`config.mk`:
```
export PLATFORM = sky130hd
export DESIGN_NAME = mac_header_parser_802154_unit
export DESIGN_NICKNAME = d
export VERILOG_FILES = /design/src/mhp_pkg.sv /design/src/mac_header_parser_802154_unit.sv
export SDC_FILE = /design/constraint.sdc
export NUM_CORES = 1
export LEC_CHECK = 0
export BUFFER_PORTS_ARGS = -buffer_cell sky130_fd_sc_hd__buf_2
export CORE_ASPECT_RATIO = 0.7
export CORE_MARGIN = 2
export CORE_UTILIZATION = 54
export CTS_CLUSTER_SIZE = 8
export DETAILED_ROUTE_END_ITERATION = 7
export PLACE_DENSITY_LB_ADDON = 0.08
export SYNTH_ARGS = -nofsm -noshare
export SYNTH_HDL_FRONTEND = slang
export SYNTH_SLANG_ARGS = --single-unit
```
`constraint.sdc`:
```
create_clock -name clk -period 16.3 [get_ports clk]
set_input_delay 1.63 -clock clk [delete_from_list [all_inputs] [get_ports clk]]
set_output_delay 1.63 -clock clk [all_outputs]
set_load 0.01 [all_outputs]
```
`src/mhp_pkg.sv`:
```
// ----------------------------------------------------------------------------
// mhp_pkg
// Types, constants and helpers shared by the 802.15.4 MAC header parser.
// ----------------------------------------------------------------------------
`default_nettype none

package mhp_pkg;

  // frame control word fields
  localparam int unsigned FcTypeLsb    = 0;
  localparam int unsigned FcSecBit     = 3;
  localparam int unsigned FcPendBit    = 4;
  localparam int unsigned FcAckBit     = 5;
  localparam int unsigned FcCompBit    = 6;
  localparam int unsigned FcDstModeLsb = 10;
  localparam int unsigned FcSrcModeLsb = 14;

  // byte positions of the fixed part of the header
  localparam logic [4:0] PosFcLow  = 5'd0;
  localparam logic [4:0] PosFcHigh = 5'd1;
  localparam logic [4:0] PosDstPan = 5'd3;

  // control word, sequence number and destination pan
  localparam logic [4:0] FixedHdrLen = 5'd5;
  localparam logic [4:0] PanLen      = 5'd2;

  typedef enum logic [1:0] {
    ADDR_NONE     = 2'd0,
    ADDR_RESERVED = 2'd1,
    ADDR_SHORT    = 2'd2,
    ADDR_LONG     = 2'd3
  } addr_mode_t;

  typedef struct packed {
    logic [7:0] data_byte;
    logic       frame_end;
  } byte_t;

  typedef struct packed {
    logic [2:0]  frame_type;
    logic        security_enabled;
    logic        frame_pending;
    logic        ack_request;
    logic [15:0] dest_pan;
    logic [63:0] dest_address;
    logic [3:0]  dest_address_len;
    logic [15:0] source_pan;
    logic [63:0] source_address;
    logic [3:0]  source_address_len;
    logic [4:0]  header_len;
    logic        truncated;
  } hdr_t;

  // address length in bytes for an addressing mode
  function automatic logic [3:0] mode_len(input logic [1:0] mode);
    logic [3:0] len;
    unique case (addr_mode_t'(mode))
      ADDR_SHORT: len = 4'd2;
      ADDR_LONG:  len = 4'd8;
      default:    len = 4'd0;
    endcase
    return len;
  endfunction

endpackage

`default_nettype wire

```
`src/mac_header_parser_802154_unit.sv`:
```
// ----------------------------------------------------------------------------
// mac_header_parser_802154_unit
// Parses the MAC header of a received 802.15.4 frame, one byte per request.
// ----------------------------------------------------------------------------
//  channel  signals                           direction  payload
//  byte     byte_valid, byte_ready, byte_data  in         mhp_pkg::byte_t
//  hdr      hdr_valid, hdr_ready, hdr_data     out        mhp_pkg::hdr_t
//
//  one byte is taken every cycle while byte_ready is high; the header result is
//  registered and shows the cycle after the header's last byte (or early end)
//  unless out_reg is busy; out_reg plus a skid register hold up to two results,
//  so bytes flow while a result waits; byte_ready drops only when both are full.
//  rst is synchronous: frame state and both result valid flags are cleared.
// ----------------------------------------------------------------------------
`default_nettype none

module mac_header_parser_802154_unit (
  input  wire logic           clk,
  input  wire logic           rst,
  input  wire logic           byte_valid,
  output logic                byte_ready,
  input  wire mhp_pkg::byte_t byte_data,
  output logic                hdr_valid,
  input  wire logic           hdr_ready,
  output mhp_pkg::hdr_t       hdr_data
);

  // frame state
  logic [4:0]  pos;
  logic [15:0] ctrl;
  logic [15:0] dst_pan;
  logic [63:0] dst_addr;
  logic [15:0] src_pan;
  logic [63:0] src_addr;
  logic        done;

  logic [4:0]  pos_next;
  logic [15:0] ctrl_next;
  logic [15:0] dst_pan_next;
  logic [63:0] dst_addr_next;
  logic [15:0] src_pan_next;
  logic [63:0] src_addr_next;

  // result slots
  mhp_pkg::hdr_t out_reg;
  mhp_pkg::hdr_t skid_reg;
  logic          skid_valid;

  logic          accept;
  logic          take;
  logic          complete;
  logic          early_end;
  logic          fire;
  mhp_pkg::hdr_t result;

  logic [7:0]  b;
  logic [4:0]  off;
  logic [4:0]  off_addr;
  logic [4:0]  off_span;
  logic [4:0]  off_saddr;
  logic [4:0]  dlen;
  logic [4:0]  slen;
  logic        comp;
  logic [4:0]  dlen_new;
  logic [4:0]  slen_new;
  logic        comp_new;
  logic [4:0]  hlen_new;

  assign byte_ready = !skid_valid;
  assign accept     = byte_valid && byte_ready;
  assign take       = hdr_valid && hdr_ready;
  assign hdr_data   = out_reg;
  assign b          = byte_data.data_byte;

  // field layout from the stored control word (complete once pos >= 2)
  assign dlen = {1'b0, mhp_pkg::mode_len(ctrl[mhp_pkg::FcDstModeLsb +: 2])};
  assign slen = {1'b0, mhp_pkg::mode_len(ctrl[mhp_pkg::FcSrcModeLsb +: 2])};
  assign comp = ctrl[mhp_pkg::FcCompBit];

  assign off       = pos - mhp_pkg::PosDstPan;
  assign off_addr  = off - mhp_pkg::PanLen;
  assign off_span  = off_addr - dlen;
  assign off_saddr = comp ? off_span : off_span - mhp_pkg::PanLen;

  always_comb begin
    ctrl_next     = ctrl;
    dst_pan_next  = dst_pan;
    dst_addr_next = dst_addr;
    src_pan_next  = src_pan;
    src_addr_next = src_addr;
    pos_next      = pos + 5'd1;
    if (pos == mhp_pkg::PosFcLow) begin
      ctrl_next[7:0] = b;
    end else if (pos == mhp_pkg::PosFcHigh) begin
      ctrl_next[15:8] = b;
    end else if (pos >= mhp_pkg::PosDstPan) begin
      if (off < mhp_pkg::PanLen) begin
        dst_pan_next[off[0]*8 +: 8] = b;
      end else if (off_addr < dlen) begin
        dst_addr_next[off_addr[2:0]*8 +: 8] = b;
      end else if (!comp && off_span < mhp_pkg::PanLen) begin
        src_pan_next[off_span[0]*8 +: 8] = b;
      end else if (off_saddr < slen) begin
        src_addr_next[off_saddr[2:0]*8 +: 8] = b;
      end
    end
  end

  // header length from the control word as it stands after this byte
  assign dlen_new = {1'b0, mhp_pkg::mode_len(ctrl_next[mhp_pkg::FcDstModeLsb +: 2])};
  assign slen_new = {1'b0, mhp_pkg::mode_len(ctrl_next[mhp_pkg::FcSrcModeLsb +: 2])};
  assign comp_new = ctrl_next[mhp_pkg::FcCompBit];
  assign hlen_new = mhp_pkg::FixedHdrLen + dlen_new + slen_new
                    + (comp_new ? 5'd0 : mhp_pkg::PanLen);

  assign complete  = !done && (pos_next >= 5'd2) && (pos_next == hlen_new);
  assign early_end = !done && !complete && byte_data.frame_end;
  assign fire      = accept && (complete || early_end);

  always_comb begin
    result.frame_type         = ctrl_next[mhp_pkg::FcTypeLsb +: 3];
    result.security_enabled   = ctrl_next[mhp_pkg::FcSecBit];
    result.frame_pending      = ctrl_next[mhp_pkg::FcPendBit];
    result.ack_request        = ctrl_next[mhp_pkg::FcAckBit];
    result.dest_pan           = dst_pan_next;
    result.dest_address       = dst_addr_next;
    result.dest_address_len   = dlen_new[3:0];
    result.source_pan         = comp_new ? dst_pan_next : src_pan_next;
    result.source_address     = src_addr_next;
    result.source_address_len = slen_new[3:0];
    result.header_len         = pos_next;
    result.truncated          = early_end;
  end

  always_ff @(posedge clk) begin
    if (rst) begin
      pos      <= '0;
      ctrl     <= '0;
      dst_pan  <= '0;
      dst_addr <= '0;
      src_pan  <= '0;
      src_addr <= '0;
      done     <= 1'b0;
    end else if (accept) begin
      if (byte_data.frame_end) begin
        pos      <= '0;
        ctrl     <= '0;
        dst_pan  <= '0;
        dst_addr <= '0;
        src_pan  <= '0;
        src_addr <= '0;
        done     <= 1'b0;
      end else if (!done) begin
        pos      <= pos_next;
        ctrl     <= ctrl_next;
        dst_pan  <= dst_pan_next;
        dst_addr <= dst_addr_next;
        src_pan  <= src_pan_next;
        src_addr <= src_addr_next;
        done     <= complete;
      end
    end
  end

  // result slot control
  always_ff @(posedge clk) begin
    if (rst) begin
      hdr_valid  <= 1'b0;
      skid_valid <= 1'b0;
    end else if (skid_valid) begin
      if (take) begin
        hdr_valid  <= 1'b1;
        skid_valid <= 1'b0;
      end
    end else if (fire) begin
      if (hdr_valid && !take) begin
        skid_valid <= 1'b1;
      end else begin
        hdr_valid <= 1'b1;
      end
    end else if (take) begin
      hdr_valid <= 1'b0;
    end
  end

  always_ff @(posedge clk) begin
    if (skid_valid) begin
      if (take) begin
        out_reg <= skid_reg;
      end
    end else if (fire) begin
      if (hdr_valid && !take) begin
        skid_reg <= result;
      end else begin
        out_reg <= result;
      end
    end
  end

endmodule

`default_nettype wire
```
==> impl_metrics.ini <==
[power]
combPwrFrac = 0.055
netSwitchingFraction = 0.2250
leakage_nw = 9.712
pwr-share-clk = 0.471
p_seq_frac = 0.474
power.total_mw = 3.095
p_int_mw = 2.399
switchingPower_mw = 0.6965
ir_drop_mv = 0.08118
pwr_density_cell_nw_per_um2 = 120.4

[die]
die_h_um = 173.2
core_um2 = 39990
ioPinCount = 195
num_rows = 61
dieWidth_um = 245.7
die-area_um2 = 42550
initial_utilization = 0.5522

[route]
post_drt_wl_per_cell_um = 21.91
antenna_left = 0
drt_iter0_drc = 1349
finalWirelength_um = 53470
vias = 14334
firstDrtPassIters = 6
vias_per_cell = 5.875
drc = 0

[clock_tree]
cts_setup_buffers = 0
cts-hold-fix-buffers = 0
root_buffer = clkbuf_16
numCtsBuffers = 76
numClockSinks = 531
clock_latency_ps = 600
clk_path_buf_depth = 3
cts_resized = 0
htreeDepth = 3
clkTransAtPathRegs_ps = 50
cts_tree = done

[setup_path]
worstPathMaxFanout = 56
startpoint = pos[0]$_SDFFE_PP0P_
worstSetupPathType = reg2reg
r2r_start = pos[0]$_SDFFE_PP0P_
start_kind = flop
crit_slowest_cell = buf_4
max_stage_delay_ps = 650
path_buf_inv = 5
cpLargestDelayFamily = buffers and inverters
cp-end-kind = flop
r2r_slack_ps = 10560
crit_chain = inv_1, ha_1, and2_1, nor2_1, a21oi_2, buf_4, fa_1, inv_1, fa_1, xor2_1, nand2_1, a2bb2oi_1, nor2_1, o21ai_0, a22oi_2, buf_4, buf_4
crit_arrival_ps = 5960
critPathMostFrequentCell = buf_4
cp_data_required_time_ps = 16520

[logic_synthesis]
synth_top_cells_by_count = edfxtp_1, mux2_2, dfxtp_1, nand2_1, nor2_1
synthFlopType = edfxtp_1
syn_inst = 1648
yosysMostFrequentCell = edfxtp_1
ys_async_sr_fraction = 0
yosys-top-cells-area = edfxtp_1, dfxtp_1, mux2_2
yosysWarnings = 0
syn_area_um2 = 22080
synth_top_area_share = 0.4786
yosysUniqueCellTypes = 63
synth_seq_cells = 531
yosys.area.top_type = edfxtp_1
synth_edf_count = 352
seq_area_frac_synth = 0.6409
syn_avg_cell_area_um2 = 13.40

[final_layout]
layout-drive-gt1-share = 0.3113
nNetsFinal = 1869
post-route-util = 0.6428
area_growth_pct = 16.41

[global_route]
overflow = 0
antenna_found_initial = 4
first_global_vias = 14027
grt_pass1_wl_um = 82230
grt_usage = 0.2497
grt_max_degree = 86

[sta]
fin_hold_ws_ps = 450.3
slew_headroom = 0.2251
tightest_slew_ps = 1152
hold_violations = 0
tns_ps = 0
rsz0062_at_grt = no
fin_crit_ps = 5739
finClkSkew_ps = 23.50
drv_slew = 0
post-route-period-util = 0.3521
fmax_mhz = 174.3
setup_viol = 0
final.setup.worst_slack_ps = 10560

[worst_hold_path]
worstHoldPathType = reg2reg
holdCritStartpoint = dst_addr[19]$_SDFFE_PP0P_

[placement]
portBuffers = 190
dp_hpwl_um = 34040
gp_congestion = 0.8437
pre_cts_ws_ps = 10290

[flow_run]
drv_cap = 0

[run_status]
status = completed
layer usage:
metal  GRT usage  wire, um  up-vias
met5           0         0        -
met4     0.08813      1306        0
met3     0.04874      3720       94
met2      0.3638     24030      573
met1      0.3728     24410     7087
li1            -         -     6580
worst reg2reg max path, cell delays in order (launching register included):
cell and delay, ps:
dfxtp_1 300, inv_1 430, ha_1 320, and2_1 550, nor2_1 110, a21oi_2 120
buf_4 360, fa_1 290, inv_1 60, fa_1 420, xor2_1 200, nand2_1 70
a2bb2oi_1 150, nor2_1 160, o21ai_0 280, a22oi_2 230, buf_4 600, buf_4 680
final cells by class:
cell class                      instances  area [um^2]
Multi-Input combinational cell        994         7447
Timing Repair Buffer                  211         1109
Tap cell                              535        669.4
Sequential cell                       531        14150
Antenna cell                            3        7.507
Inverter                               26        102.6
Clock inverter                          6        57.56
Fill cell                            3045        14290
Clock buffer                          134         2162
through the flow:
step | cells | cell area, um^2
finish | 2440 | 25710
global route | 2439 | 25710
CTS | 2437 | 25700
detailed placement | 2297 | 23480
global placement | 2297 | 23480
floorplan | 1651 | 22100
cells in the final DEF, fill, tap and decap left out, types with 12 or more instances in the layout:
cell type and n:
clkbuf_16 78, mux2_2 269, o31ai_1 12, a22o_1 22, o21ai_1 15, clkbuf_1 56
edfxtp_1 352, nor2b_1 14, mux2i_1 12, buf_2 190, dfxtp_1 179, nand2_1 136
o2bb2ai_1 53, o21ai_0 79, o22ai_1 16, inv_1 25, buf_4 21, a21oi_1 45
nor2_1 117, a22oi_1 50, nand3_1 12, ha_1 14
power by group through the flow:
stage	Clock, mW	Combinational (mW)	Sequential, mW
CTS	1.48	0.170	1.47
global placement	0	0.167	1.49
global route	1.54	0.184	1.47
detailed placement	0	0.169	1.49
floorplan	0	0.0955	1.51
finish	1.46	0.171	1.47
cell families (layout without fill, tap and decap cells):
logic type	after synthesis	count (layout)	share of synthesized area
other cells	1	7	0.0001698
simple gates	352	352	0.07422
xor+xnor	13	13	0.006119
mux	285	285	0.1453
buf+inv	126	377	0.02391
flops	531	531	0.6409
fa+ha+maj	16	16	0.009745
compound gates	324	324	0.09966
worst paths after layout:
| check | depth (start not counted) | to |
|---|---|---|
| setup reg to reg | 17 | hdr_data[111]$_DFFE_PP_ |
| hold / removal | 2 | dst_addr[19]$_SDFFE_PP0P_ |
| setup / recovery | 17 | hdr_data[111]$_DFFE_PP_ |
| hold reg to reg | 2 | dst_addr[19]$_SDFFE_PP0P_ |
Power figures use the tool's default switching activity.
